File: config.mk
export PLATFORM = sky130hd
export DESIGN_NAME = two_door_motor_controller
export DESIGN_NICKNAME = d
export VERILOG_FILES = /design/src/rtl/tdmc_pkg.sv /design/src/rtl/two_door_motor_controller.sv
export SDC_FILE = /design/constraint.sdc
export NUM_CORES = 1
export LEC_CHECK = 0
export BUFFER_PORTS_ARGS = -buffer_cell sky130_fd_sc_hd__buf_2
export CORE_UTILIZATION = 25
export CTS_CLUSTER_DIAMETER = 150
export DETAILED_ROUTE_END_ITERATION = 7
export PLACE_DENSITY_LB_ADDON = 0.05
export REMOVE_ABC_BUFFERS = 1
export SLEW_MARGIN = 10
export SYNTH_ARGS = -nofsm -noshare
export SYNTH_HDL_FRONTEND = slang
export SYNTH_SLANG_ARGS = --single-unit
File: constraint.sdc
create_clock -name clk -period 14.2 [get_ports clk]
set_input_delay 2.84 -clock clk [delete_from_list [all_inputs] [get_ports clk]]
set_output_delay 2.84 -clock clk [all_outputs]
set_load 0.01 [all_outputs]
File: src/rtl/tdmc_pkg.sv
// ----------------------------------------------------------------------------
// tdmc_pkg
// Shared types and constants of the two-door motor controller: bit places
// of the debounced input word and of the drive word, register indexes and
// reset values of the configuration registers.
// ----------------------------------------------------------------------------
package tdmc_pkg;

	// field widths
	localparam int WORD_W   = 7;
	localparam int DRIVE_W  = 4;
	localparam int TIME_W   = 32;
	localparam int SETTLE_W = 16;
	localparam int COUNT_W  = SETTLE_W + 1;
	localparam int CFG_IDX_W  = 1;
	localparam int CFG_DATA_W = 32;

	// bit places of the asserted input word
	localparam int B_D1_OPEN   = 0;
	localparam int B_D1_CLOSED = 1;
	localparam int B_D2_OPEN   = 2;
	localparam int B_D2_CLOSED = 3;
	localparam int B_DARK      = 4;
	localparam int B_SEPARATE  = 5;
	localparam int B_TOGGLE    = 6;

	// bit places of the drive word
	localparam int D_M1_OPEN  = 0;
	localparam int D_M1_CLOSE = 1;
	localparam int D_M2_OPEN  = 2;
	localparam int D_M2_CLOSE = 3;

	// configuration register indexes
	typedef enum logic [CFG_IDX_W-1:0] {
		REG_TIMEOUT = 1'b0,
		REG_SETTLE  = 1'b1
	} cfg_reg_t;

	// register reset values
	localparam logic [TIME_W-1:0]   TIMEOUT_RST = TIME_W'(5000);
	localparam logic [SETTLE_W-1:0] SETTLE_RST  = SETTLE_W'(1000);

	// result of one open or close command
	typedef struct packed {
		logic [DRIVE_W-1:0] drv;
		logic               hit0;
		logic               hit1;
	} cmd_t;

endpackage

File: src/rtl/two_door_motor_controller.sv
// ----------------------------------------------------------------------------
// two_door_motor_controller
// Debounces seven active-low switch inputs and drives two door motors from
// edges of the debounced word, with a run-time limit on each motor.
// ----------------------------------------------------------------------------
// The block takes one sample per clock cycle while results are taken and
// returns one result word per sample, through the input register and then
// the result register. All state (debounce candidate and counter, stable
// word, drive bits, motor start times) is updated in the cycle in which a
// sample moves from the input register into the result register, so
// throughput is one sample per cycle as long as results are taken. An empty
// input register takes a new sample while a result waits. Configuration
// writes are always accepted and must only happen while the block is idle.
module two_door_motor_controller (
	input  logic                                clk,
	input  logic                                arst_n,
	// sample channel
	input  logic                                in_valid,
	output logic                                in_ready,
	input  logic                                door1_open_pin,
	input  logic                                door1_close_pin,
	input  logic                                door2_open_pin,
	input  logic                                door2_close_pin,
	input  logic                                light_pin,
	input  logic                                separate_pin,
	input  logic                                toggle_pin,
	input  logic [tdmc_pkg::TIME_W-1:0]         now_ms,
	// result channel
	output logic                                out_valid,
	input  logic                                out_ready,
	output logic                                m1_open_drive,
	output logic                                m1_close_drive,
	output logic                                m2_open_drive,
	output logic                                m2_close_drive,
	output logic [tdmc_pkg::WORD_W-1:0]         stable_word,
	output logic                                accepted_change,
	// configuration channel
	input  logic                                cfg_valid,
	output logic                                cfg_ready,
	input  logic [tdmc_pkg::CFG_IDX_W-1:0]      cfg_index,
	input  logic [tdmc_pkg::CFG_DATA_W-1:0]     cfg_data
);
	import tdmc_pkg::*;

	// configuration registers
	logic [TIME_W-1:0]   timeout_q;
	logic [SETTLE_W-1:0] settle_q;

	// input register
	logic                s1_valid;
	logic [WORD_W-1:0]   word_s1;
	logic [TIME_W-1:0]   now_s1;

	// controller state
	logic [WORD_W-1:0]   stable_q;
	logic [WORD_W-1:0]   cand_q;
	logic [COUNT_W-1:0]  cnt_q;
	logic [DRIVE_W-1:0]  drive_q;
	logic [TIME_W-1:0]   start0_q;
	logic [TIME_W-1:0]   start1_q;
	logic                first_q;

	// result register
	logic                out_valid_q;
	logic [DRIVE_W-1:0]  res_drive_q;
	logic [WORD_W-1:0]   res_stable_q;
	logic                res_acc_q;

	// next-state values
	logic [WORD_W-1:0]   stable_n;
	logic [WORD_W-1:0]   cand_n;
	logic [COUNT_W-1:0]  cnt_n;
	logic [DRIVE_W-1:0]  drive_n;
	logic [TIME_W-1:0]   start0_n;
	logic [TIME_W-1:0]   start1_n;
	logic                acc_c;

	logic                advance;

	// open or close command on both motors, door 2 only when coupled
	function automatic cmd_t apply_cmd(input logic [DRIVE_W-1:0] d,
		input logic [WORD_W-1:0] w, input logic close);
		cmd_t r;
		r.drv  = d;
		r.hit0 = 1'b0;
		r.hit1 = 1'b0;
		if (close) begin
			r.drv[D_M1_OPEN] = 1'b0;
			r.drv[D_M2_OPEN] = 1'b0;
			if (!w[B_D1_CLOSED]) begin
				r.drv[D_M1_CLOSE] = 1'b1;
				r.hit0 = 1'b1;
			end
			if (!w[B_SEPARATE] && !w[B_D2_CLOSED]) begin
				r.drv[D_M2_CLOSE] = 1'b1;
				r.hit1 = 1'b1;
			end
		end else begin
			r.drv[D_M1_CLOSE] = 1'b0;
			r.drv[D_M2_CLOSE] = 1'b0;
			if (!w[B_D1_OPEN]) begin
				r.drv[D_M1_OPEN] = 1'b1;
				r.hit0 = 1'b1;
			end
			if (!w[B_SEPARATE] && !w[B_D2_OPEN]) begin
				r.drv[D_M2_OPEN] = 1'b1;
				r.hit1 = 1'b1;
			end
		end
		return r;
	endfunction

	// handshakes
	assign advance   = s1_valid && (!out_valid_q || out_ready);
	assign in_ready  = !s1_valid || advance;
	assign cfg_ready = 1'b1;

	// configuration writes
	always_ff @(posedge clk or negedge arst_n) begin
		if (!arst_n) begin
			timeout_q <= TIMEOUT_RST;
			settle_q  <= SETTLE_RST;
		end else if (cfg_valid) begin
			case (cfg_reg_t'(cfg_index))
				REG_TIMEOUT: timeout_q <= cfg_data;
				REG_SETTLE:  settle_q  <= cfg_data[SETTLE_W-1:0];
				default:     ;
			endcase
		end
	end

	// input register valid
	always_ff @(posedge clk or negedge arst_n) begin
		if (!arst_n) begin
			s1_valid <= 1'b0;
		end else if (in_ready) begin
			s1_valid <= in_valid;
		end
	end

	// input register payload, pins inverted to asserted bits
	always_ff @(posedge clk) begin
		if (in_valid && in_ready) begin
			word_s1 <= ~{toggle_pin, separate_pin, light_pin, door2_close_pin,
				door2_open_pin, door1_close_pin, door1_open_pin};
			now_s1  <= now_ms;
		end
	end

	// one sample: start-up rule, timeout, debounce, edge actions
	always_comb begin
		logic [TIME_W-1:0]   el0;
		logic [TIME_W-1:0]   el1;
		logic [WORD_W-1:0]   bef;
		logic [WORD_W-1:0]   aft;
		logic                tog_close;
		cmd_t                cmd;

		drive_n   = drive_q;
		start0_n  = start0_q;
		start1_n  = start1_q;
		stable_n  = stable_q;
		cand_n    = cand_q;
		cnt_n     = cnt_q;
		acc_c     = 1'b0;
		tog_close = 1'b0;
		cmd       = '0;

		// start-up: close any door between limits
		if (first_q) begin
			if (!word_s1[B_D1_OPEN] && !word_s1[B_D1_CLOSED]) begin
				drive_n[D_M1_CLOSE] = 1'b1;
				start0_n = now_s1;
			end
			if (!word_s1[B_D2_OPEN] && !word_s1[B_D2_CLOSED]) begin
				drive_n[D_M2_CLOSE] = 1'b1;
				start1_n = now_s1;
			end
		end

		// run-time limit
		el0 = now_s1 - start0_n;
		el1 = now_s1 - start1_n;
		if ((drive_n[D_M1_OPEN] || drive_n[D_M1_CLOSE]) && el0 > timeout_q) begin
			drive_n[D_M1_OPEN]  = 1'b0;
			drive_n[D_M1_CLOSE] = 1'b0;
		end
		if ((drive_n[D_M2_OPEN] || drive_n[D_M2_CLOSE]) && el1 > timeout_q) begin
			drive_n[D_M2_OPEN]  = 1'b0;
			drive_n[D_M2_CLOSE] = 1'b0;
		end

		// debounce counter, saturating one above the settle count
		if (word_s1 != cand_q) begin
			cand_n = word_s1;
			cnt_n  = '0;
		end else if (cnt_q <= {1'b0, settle_q}) begin
			cnt_n = cnt_q + COUNT_W'(1);
		end

		bef = stable_q;
		aft = cand_n;
		if (cnt_n == {1'b0, settle_q} && stable_q != cand_n) begin
			acc_c    = 1'b1;
			stable_n = cand_n;

			// toggle: limit decides, else reverse motor 1 direction
			if (!bef[B_TOGGLE] && aft[B_TOGGLE]) begin
				if (word_s1[B_D1_OPEN]) begin
					tog_close = 1'b1;
				end else if (word_s1[B_D1_CLOSED]) begin
					tog_close = 1'b0;
				end else begin
					tog_close = drive_n[D_M1_OPEN];
				end
				cmd = apply_cmd(drive_n, word_s1, tog_close);
				drive_n = cmd.drv;
				if (cmd.hit0) start0_n = now_s1;
				if (cmd.hit1) start1_n = now_s1;
			end

			// dark closes, light opens
			if (bef[B_DARK] != aft[B_DARK]) begin
				cmd = apply_cmd(drive_n, word_s1, aft[B_DARK]);
				drive_n = cmd.drv;
				if (cmd.hit0) start0_n = now_s1;
				if (cmd.hit1) start1_n = now_s1;
			end

			// limit reached stops that motor
			if ((!bef[B_D1_CLOSED] && aft[B_D1_CLOSED]) ||
				(!bef[B_D1_OPEN] && aft[B_D1_OPEN])) begin
				drive_n[D_M1_OPEN]  = 1'b0;
				drive_n[D_M1_CLOSE] = 1'b0;
			end
			if ((!bef[B_D2_CLOSED] && aft[B_D2_CLOSED]) ||
				(!bef[B_D2_OPEN] && aft[B_D2_OPEN])) begin
				drive_n[D_M2_OPEN]  = 1'b0;
				drive_n[D_M2_CLOSE] = 1'b0;
			end
		end
	end

	// controller state
	always_ff @(posedge clk or negedge arst_n) begin
		if (!arst_n) begin
			stable_q <= '0;
			cand_q   <= '0;
			cnt_q    <= '0;
			drive_q  <= '0;
			start0_q <= '0;
			start1_q <= '0;
			first_q  <= 1'b1;
		end else if (advance) begin
			stable_q <= stable_n;
			cand_q   <= cand_n;
			cnt_q    <= cnt_n;
			drive_q  <= drive_n;
			start0_q <= start0_n;
			start1_q <= start1_n;
			first_q  <= 1'b0;
		end
	end

	// result register valid
	always_ff @(posedge clk or negedge arst_n) begin
		if (!arst_n) begin
			out_valid_q <= 1'b0;
		end else if (advance) begin
			out_valid_q <= 1'b1;
		end else if (out_ready) begin
			out_valid_q <= 1'b0;
		end
	end

	// result register payload
	always_ff @(posedge clk) begin
		if (advance) begin
			res_drive_q  <= drive_n;
			res_stable_q <= stable_n;
			res_acc_q    <= acc_c;
		end
	end

	// outputs
	assign out_valid       = out_valid_q;
	assign m1_open_drive   = res_drive_q[D_M1_OPEN];
	assign m1_close_drive  = res_drive_q[D_M1_CLOSE];
	assign m2_open_drive   = res_drive_q[D_M2_OPEN];
	assign m2_close_drive  = res_drive_q[D_M2_CLOSE];
	assign stable_word     = res_stable_q;
	assign accepted_change = res_acc_q;

`ifndef SYNTH
	// a motor never drives both directions at once
	a_no_dual_drive: assert property (@(posedge clk) disable iff (!arst_n)
		!(drive_q[D_M1_OPEN] && drive_q[D_M1_CLOSE]) &&
		!(drive_q[D_M2_OPEN] && drive_q[D_M2_CLOSE]))
		else $error("motor driven in both directions");

	// an accepted change really changes the stable word
	a_acc_changes: assert property (@(posedge clk) disable iff (!arst_n)
		advance && acc_c |=> stable_q != $past(stable_q))
		else $error("accepted change left stable word unchanged");

	// start-up rule is consumed only by a processed sample
	a_first_once: assert property (@(posedge clk) disable iff (!arst_n)
		$fell(first_q) |-> $past(advance))
		else $error("start-up flag cleared without a sample");

	// an empty result register never blocks the input
	a_ready_free: assert property (@(posedge clk) disable iff (!arst_n)
		!out_valid_q |-> in_ready)
		else $error("input stalled with empty result register");
`endif

endmodule
==> results of run 1 <==
-- how the worst min path moves through the flow --
stage                                          end  depth (start not counted)                     start
after floorplan             drive_q[1]$_DFFE_PN0P_                          2    drive_q[1]$_DFFE_PN0P_
after global placement       out_valid$_DFFE_PN0P_                          1      s1_valid$_DFFE_PN0N_
after detailed placement     out_valid$_DFFE_PN0P_                          1      s1_valid$_DFFE_PN0N_
after CTS                    out_valid$_DFFE_PN0P_                          1      s1_valid$_DFFE_PN0N_
after global routing      start0_q[25]$_DFFE_PN0P_                          1  start0_q[25]$_DFFE_PN0P_
final                        cand_q[2]$_DFFE_PN0P_                          2     cand_q[2]$_DFFE_PN0P_
-- cell type report --
class	count	area [um^2]
fillers	6114	40900
multi-input cells	1162	8770
flip-flops and latches	201	5300
well taps	765	957
clock buffers	37	776
repair buffers	104	562
inverters	93	349
clock inverters	15	156
-- power breakdown --
part | internal (uW) | leakage (uW) | total [uW] | switching [uW]
logic | 158 | 0.00441 | 385 | 227
registers | 639 | 0.00245 | 674 | 35.2
clock network | 436 | 0.000456 | 727 | 291
total | 1230 | 0.00732 | 1790 | 553
-- worst min-delay path, cell delays in order, from the launching register on --
cell	delay, ns
dfrtp_1	0.35
nand2_1	0.06
nand2_1	0.06
-- state kept, by name (all words and copies together) (netlist names), 7 cells and up --
signal / cells
stable_word: 7
timeout_q: 32
cnt_q: 17
cand_q: 7
word_s1: 7
start0_q: 32
settle_q: 16
now_s1: 32
stable_q: 7
start1_q: 32
-- layout by cell type (no fill, tap or decap), types with 62 or more instances in the layout --
master,count
ha_1,143
dfrtp_1,138
nand2_1,136
o21ai_0,94
inv_1,93
mux2_2,93
buf_2,89
a21oi_1,78
nor2_1,77
mux2i_1,62
-- cells in the mapped netlist (9+ instances only) --
cell,n
ha_1,143
dfrtp_1,138
nand2_1,136
o21ai_0,94
inv_1,93
mux2_2,93
a21oi_1,78
nor2_1,77
mux2i_1,62
xnor2_1,52
edfxtp_1,51
a21o_1,49
clkbuf_1,40
nand3_1,34
nand4_1,31
nor3_1,30
xor2_1,25
nor2b_1,21
o21a_1,20
o31ai_1,19
a31oi_1,13
nand2b_1,13
o211ai_1,13
dfstp_2,12
a211oi_1,10
o21bai_1,10
or3_1,10
and2_1,9
-- kinds of logic (layout without fill, tap and decap cells) --
kind of cell | count (synthesis) | in the layout | synth area share (%)
other | 1 | 1 | 0.0256
XOR/XNOR | 79 | 79 | 4.90
flip-flops | 201 | 201 | 36.1
AND/OR/NAND/NOR | 411 | 411 | 14.1
buffers and inverters | 152 | 249 | 4.29
AO/OA/AOI/OAI | 370 | 370 | 16.7
adder cells (fa/ha/maj) | 146 | 146 | 12.5
multiplexers | 155 | 155 | 11.4
-- metal layers --
layer	global-route usage [%]	routed length, um
met1	20.2	21400
met5	0	0
met4	3.84	1020
met2	27.5	22600
met3	1.90	1100
-- through the flow --
step / area (um^2) / std cells
floorplan: 14400 / 1456
global placement: 15900 / 2325
detailed placement: 15900 / 2325
CTS: 16900 / 2377
global route: 16900 / 2377
finish: 16900 / 2377
==> metrics.csv, run 1 <==
metric;value;unit
Wirelength per Cell;19.4;um
Layout area overhead;15.0;%
number of buffers added on ports;90;
Max-slew headroom;21.8;%
most repeated library cell on the critical path;o21ai_0;
sequential-to-total area share from yosys stat;36.1;%
count of cell instances traversed by the critical path;28;
clock tree from TritonCTS;yes;
max-slew violations;0;
Avg Inst Size Synth;9.68;um^2
count of antenna-violating nets left after detailed routing;0;
Clock Tree Buf Depth;3;
run status;completed;
antenna violations before repair;0;
time the worst path needs with I/O delays and setup;8.50;ns
post-detailed-placement half-perimeter wirelength;35000;um
routed vias;11531;
critical path launch point;word_s1[1]$_DFFE_PP_;
crit-path max FO;32;
Area contributors post-synth;dfrtp_1 24%, ha_1 12%, edfxtp_1 10%;
endpoint type of the worst setup path;register;
number of violations reported at the end of detailed-routing iteration 0;395;
CP arrival;8.94;ns
number of instances in the synthesized netlist;1515;
total I/O pin count;92;
maximum number of pins on one net before global-route repair;64;
Critical Path End;start1_q[31]$_DFFE_PN0P_;
top cell type by total area after synthesis;dfrtp_1;
cells on worst reg2reg path;28;
critical register-to-register path endpoint;start1_q[31]$_DFFE_PN0P_;
class of the tightest hold or removal check;reg -> reg;
placer congestion estimate;0.810;
setup clock skew after layout;0.0213;ns
area of the core region;57800;um^2
insertion delay of the later-clocked pin in the worst-skew pair;0.58;ns
IR Drop Worst-Case VDD;86.8;uV
global-route wire length before repair;72000;um
Die Wd;244;um
main flop type after synthesis;dfrtp_1;
Hold Violations, Final;0;
global-route congestion overflow total;0;
total clock buffers created by CTS;28;
setup repair after global routing missed its margin;no;
total track usage;15.6;%
total power density per cell area;106;nW/um^2
WS Path Type;reg -> reg;
count of hold buffers inserted by post-cts repair;0;
die extent in y;244;um
cell with the biggest individual delay on the critical path;a2111oi_1;
setup violators final;0;
postcts setup bufs;0;
pre-CTS WS;5.76;ns
largest delay contributor family on the critical path;compound AO/OA/AOI/OAI gates;
Lkg Pwr;0.00732;uW
PostCTS Resize Cnt;0;
Crit Reg-Reg Startpoint;word_s1[1]$_DFFE_PP_;
worst hold slack after final layout;0.497;ns
cell area after synthesis;14700;um^2
Async SR Flop Fraction;74.6;%
Fin Setup TNS;0;ns
Antenna diodes;0;
full die area;59700;um^2
layout cell share with drive strength beyond 1;17.2;%
crit path buf inv count;3;
starting utilization of the core area;25.4;%
final-stage net count;1811;
area share of the leading cell type in the synthesized netlist;23.5;%
peak per-stage delay on the critical path;0.69;ns
Root Buffer;clkbuf_16;
Fmax achieved;0.118;GHz
nature of the critical path startpoint;register;
count of flip-flops with a built-in enable after synthesis;51;
final clock period utilization by the worst path;59.8;%
post-layout total power;1790;uW
final setup slack of the worst path;5.70;ns
vias in the first global route;11899;
CTS H-tree lvls;1;
post-DR vias/cell;4.85;
post-CTS clock slew at the launch and capture registers of the worst setup and hold paths;0.07;ns
Crit path required time;14.64;ns
count of distinct cell types in the synthesized netlist;89;
setup slack of the most critical reg-to-reg path;5.70;ns
residual DRC count;0;
flops & latches, synth;201;
clock sink count;201;
DR pass1 iterations;5;
fraction of the core area covered by cells at the end of the flow;29.2;%
transition at the pin with the smallest max-transition slack;1.17;ns
total of max-cap violations;0;
# rows;88;
yosys synthesis warning count;0;
Total Routed Length;46100;um
(Power assumes the default switching activity.)
==> run 2: changes to the inputs <==
Settings changed: ABC_AREA set to 1.
Clock period 14.2 ns to 7.39 ns, I/O delays scaled along.
==> metrics.csv, run 2 <==
metric;value;unit
commonest cells after routing, fill and taps aside;679 x nand2_1, 243 x inv_1, 170 x o21ai_0;
clock sink count;201;
sequential share of power;25.2;%
IR Drop Worst-Case VDD;171;uV
placer congestion estimate;0.828;
cell internal pwr;3430;uW
xor and xnor fraction of the mapped netlist area;4.49;%
area of the core region;62100;um^2
Final Instance Count excl. Fillers;3128;
Fmax achieved;0.154;GHz
starting utilization of the core area;25.5;%
full die area;64200;um^2
Crit path required time;7.92;ns
post-synthesis adder-cell area fraction;11.5;%
total power density per cell area;340;nW/um^2
vias in the first global route;14255;
CP arrival;7.03;ns
Cells on Worst Hold Path;2;
post-CTS clock slew at the launch and capture registers of the worst setup and hold paths;0.06;ns
insertion delay of the later-clocked pin in the worst-skew pair;0.60;ns
Async SR Flop Fraction;74.6;%
cell area after synthesis;15800;um^2
sequential-to-total area share from yosys stat;33.5;%
final-stage net count;2488;
fraction of the core area covered by cells at the end of the flow;29.2;%
count of distinct cell types in the synthesized netlist;52;
most common cell in the synthesized netlist;nand2_1;
layout cell share with drive strength beyond 1;10.1;%
global-route congestion overflow total;0;
number of instances in the synthesized netlist;2210;
setup violators final;0;
area share of the leading cell type in the synthesized netlist;21.9;%
WS Path Type;reg -> reg;
Area contributors post-synth;dfrtp_1 22%, nand2_1 16%, ha_1 11%;
register area;5300;um^2
nature of the critical path startpoint;register;
Total Routed Length;56400;um
CTS H-tree lvls;1;
total clock buffers created by CTS;30;
Lkg Pwr;0.00918;uW
time the worst path needs with I/O delays and setup;6.50;ns
count of antenna-violating nets left after detailed routing;0;
transition at the pin with the smallest max-transition slack;0.983;ns
total of max-cap violations;0;
Layout area overhead;14.9;%
multiplexer share of the synthesized area;0.127;%
cells on worst reg2reg path;32;
top cell type by total area after synthesis;dfrtp_1;
yosys synthesis warning count;0;
Fin Setup TNS;0;ns
peak per-stage delay on the critical path;0.51;ns
flops & latches, synth;201;
setup clock skew after layout;0.0122;ns
postcts setup bufs;0;
most common library cells after synthesis;681 x nand2_1, 244 x inv_1, 170 x o21ai_0;
endpoint type of the worst setup path;register;
PostCTS Resize Cnt;0;
switching part of the total power;44.3;%
post-DR vias/cell;4.66;
run status;completed;
main flop type after synthesis;dfrtp_1;
fraction of the mapped netlist area in compound gates;13.2;%
Clock Tree Buf Depth;3;
max-slew violations;0;
residual DRC count;0;
crit-path max FO;39;
count of flip-flops with a built-in enable after synthesis;51;
Avg Inst Size Synth;7.15;um^2
class of the tightest hold or removal check;reg -> reg;
clock tree from TritonCTS;yes;
# rows;91;
die extent in y;253;um
total I/O pin count;92;
Comb pwr share;50.6;%
total track usage;17.6;%
global-route wire length before repair;86100;um
post-detailed-placement half-perimeter wirelength;41300;um
most repeated library cell on the critical path;nand2_1;
number of buffers added on ports;90;
final clock period utilization by the worst path;88.0;%
Wirelength per Cell;18.0;um
fill cell instance count of the final layout;6790;
leading cell type in the layout, fill and taps excluded;nand2_1;
Die Wd;253;um
antenna violations before repair;0;
post-placement cell count;3072;
maximum number of pins on one net before global-route repair;77;
routed vias;14571;
cell with the biggest individual delay on the critical path;edfxtp_1;
Hold Violations, Final;0;
largest family of logic cells by synthesized area;simple AND/OR/NAND/NOR gates;
Antenna diodes;0;
Root Buffer;clkbuf_16;
Post-Synth Simple-Gate Area;28.8;%
area of combinational cells with multiple inputs;9190;um^2
setup repair after global routing missed its margin;no;
count of hold buffers inserted by post-cts repair;0;
number of violations reported at the end of detailed-routing iteration 0;860;
clock network fraction of total power;24.2;%
Switching Power;2730;uW
Max-slew headroom;34.2;%
DR pass1 iterations;5;
## run 2: cell count changes after synthesis, moves of 62 or more
cell / delta
o21ai_0: +76
nand3_1: +70
inv_1: +151
mux2_2: -93
nor2_1: +62
nand2_1: +545
## run 2: cell type report
type,instances,share of cell area [%]
timing repair buffer,112,3.63
clock buffer,36,4.49
sequential,201,29.2
multi-input combinational,1674,50.6
clock inverter,20,1.12
tap,837,5.77
inverter,248,5.14
## run 2: worst max-delay path: cells and delay by family, from the launching register on
| kind | cells | cell delay (ns) |
|---|---|---|
| simple gates | 19 | 2.49 |
| buf+inv | 3 | 0.98 |
| fa+ha+maj | 2 | 0.69 |
| flops | 1 | 0.51 |
| compound gates | 7 | 1.55 |
| xor+xnor | 1 | 0.18 |
## run 2: metal layers
metal | vias to the layer above | part of all wire [%] | GRT usage [%]
met4 | 0 | 2.6 | 4.57
met5 | - | 0 | 0
met3 | 65 | 3.1 | 1.84
met2 | 220 | 46 | 29.2
met1 | 6858 | 48 | 24.2
li1 | 7428 | - | -
## run 2: logic make-up (layout without fill, tap and decap cells)
logic type	Yosys count	after routing
simple gates	1071	1071
flops	201	201
compound gates	375	375
fa+ha+maj	144	144
mux	2	2
other cells	1	1
xor+xnor	81	81
buf+inv	335	416
## run 2: worst paths after layout
check / slack [ns] / start / to
worst min-delay path: 0.46 / first_q$_DFFE_PN1P_ / first_q$_DFFE_PN1P_
worst max register to register: 0.89 / word_s1[2]$_DFFE_PP_ / drive_q[3]$_DFFE_PN0P_
min in group asynchronous: 0.92 / arst_n / settle_q[4]$_DFFE_PN0P_
worst max-delay path: 0.89 / word_s1[2]$_DFFE_PP_ / drive_q[3]$_DFFE_PN0P_
max in group asynchronous: 5.44 / arst_n / start0_q[28]$_DFFE_PN0P_
worst min register to register: 0.46 / first_q$_DFFE_PN1P_ / first_q$_DFFE_PN1P_
## run 2: metrics by stage
step | cell area (um^2) | hold WS (ns) | power [uW] | worst slack, ns
5_1_grt | 18100 | 0.465 | 6770 | 0.0928
3_3_place_gp | 17100 | 0.444 | 4690 | 0.796
2_1_floorplan | 15400 | 0.438 | 3770 | 1.60
3_5_place_dp | 17100 | 0.445 | 4720 | 0.735
4_1_cts | 18100 | 0.454 | 6280 | 0.698
6_report | 18100 | 0.455 | 6170 | 0.888
## run 2: power by group through the flow
stage	clock network (uW)	registers, uW	logic [uW]
2_1_floorplan	0	1530	2240
3_3_place_gp	0	1570	3120
3_5_place_dp	0	1570	3150
4_1_cts	1560	1550	3160
5_1_grt	1590	1580	3590
6_report	1490	1550	3120
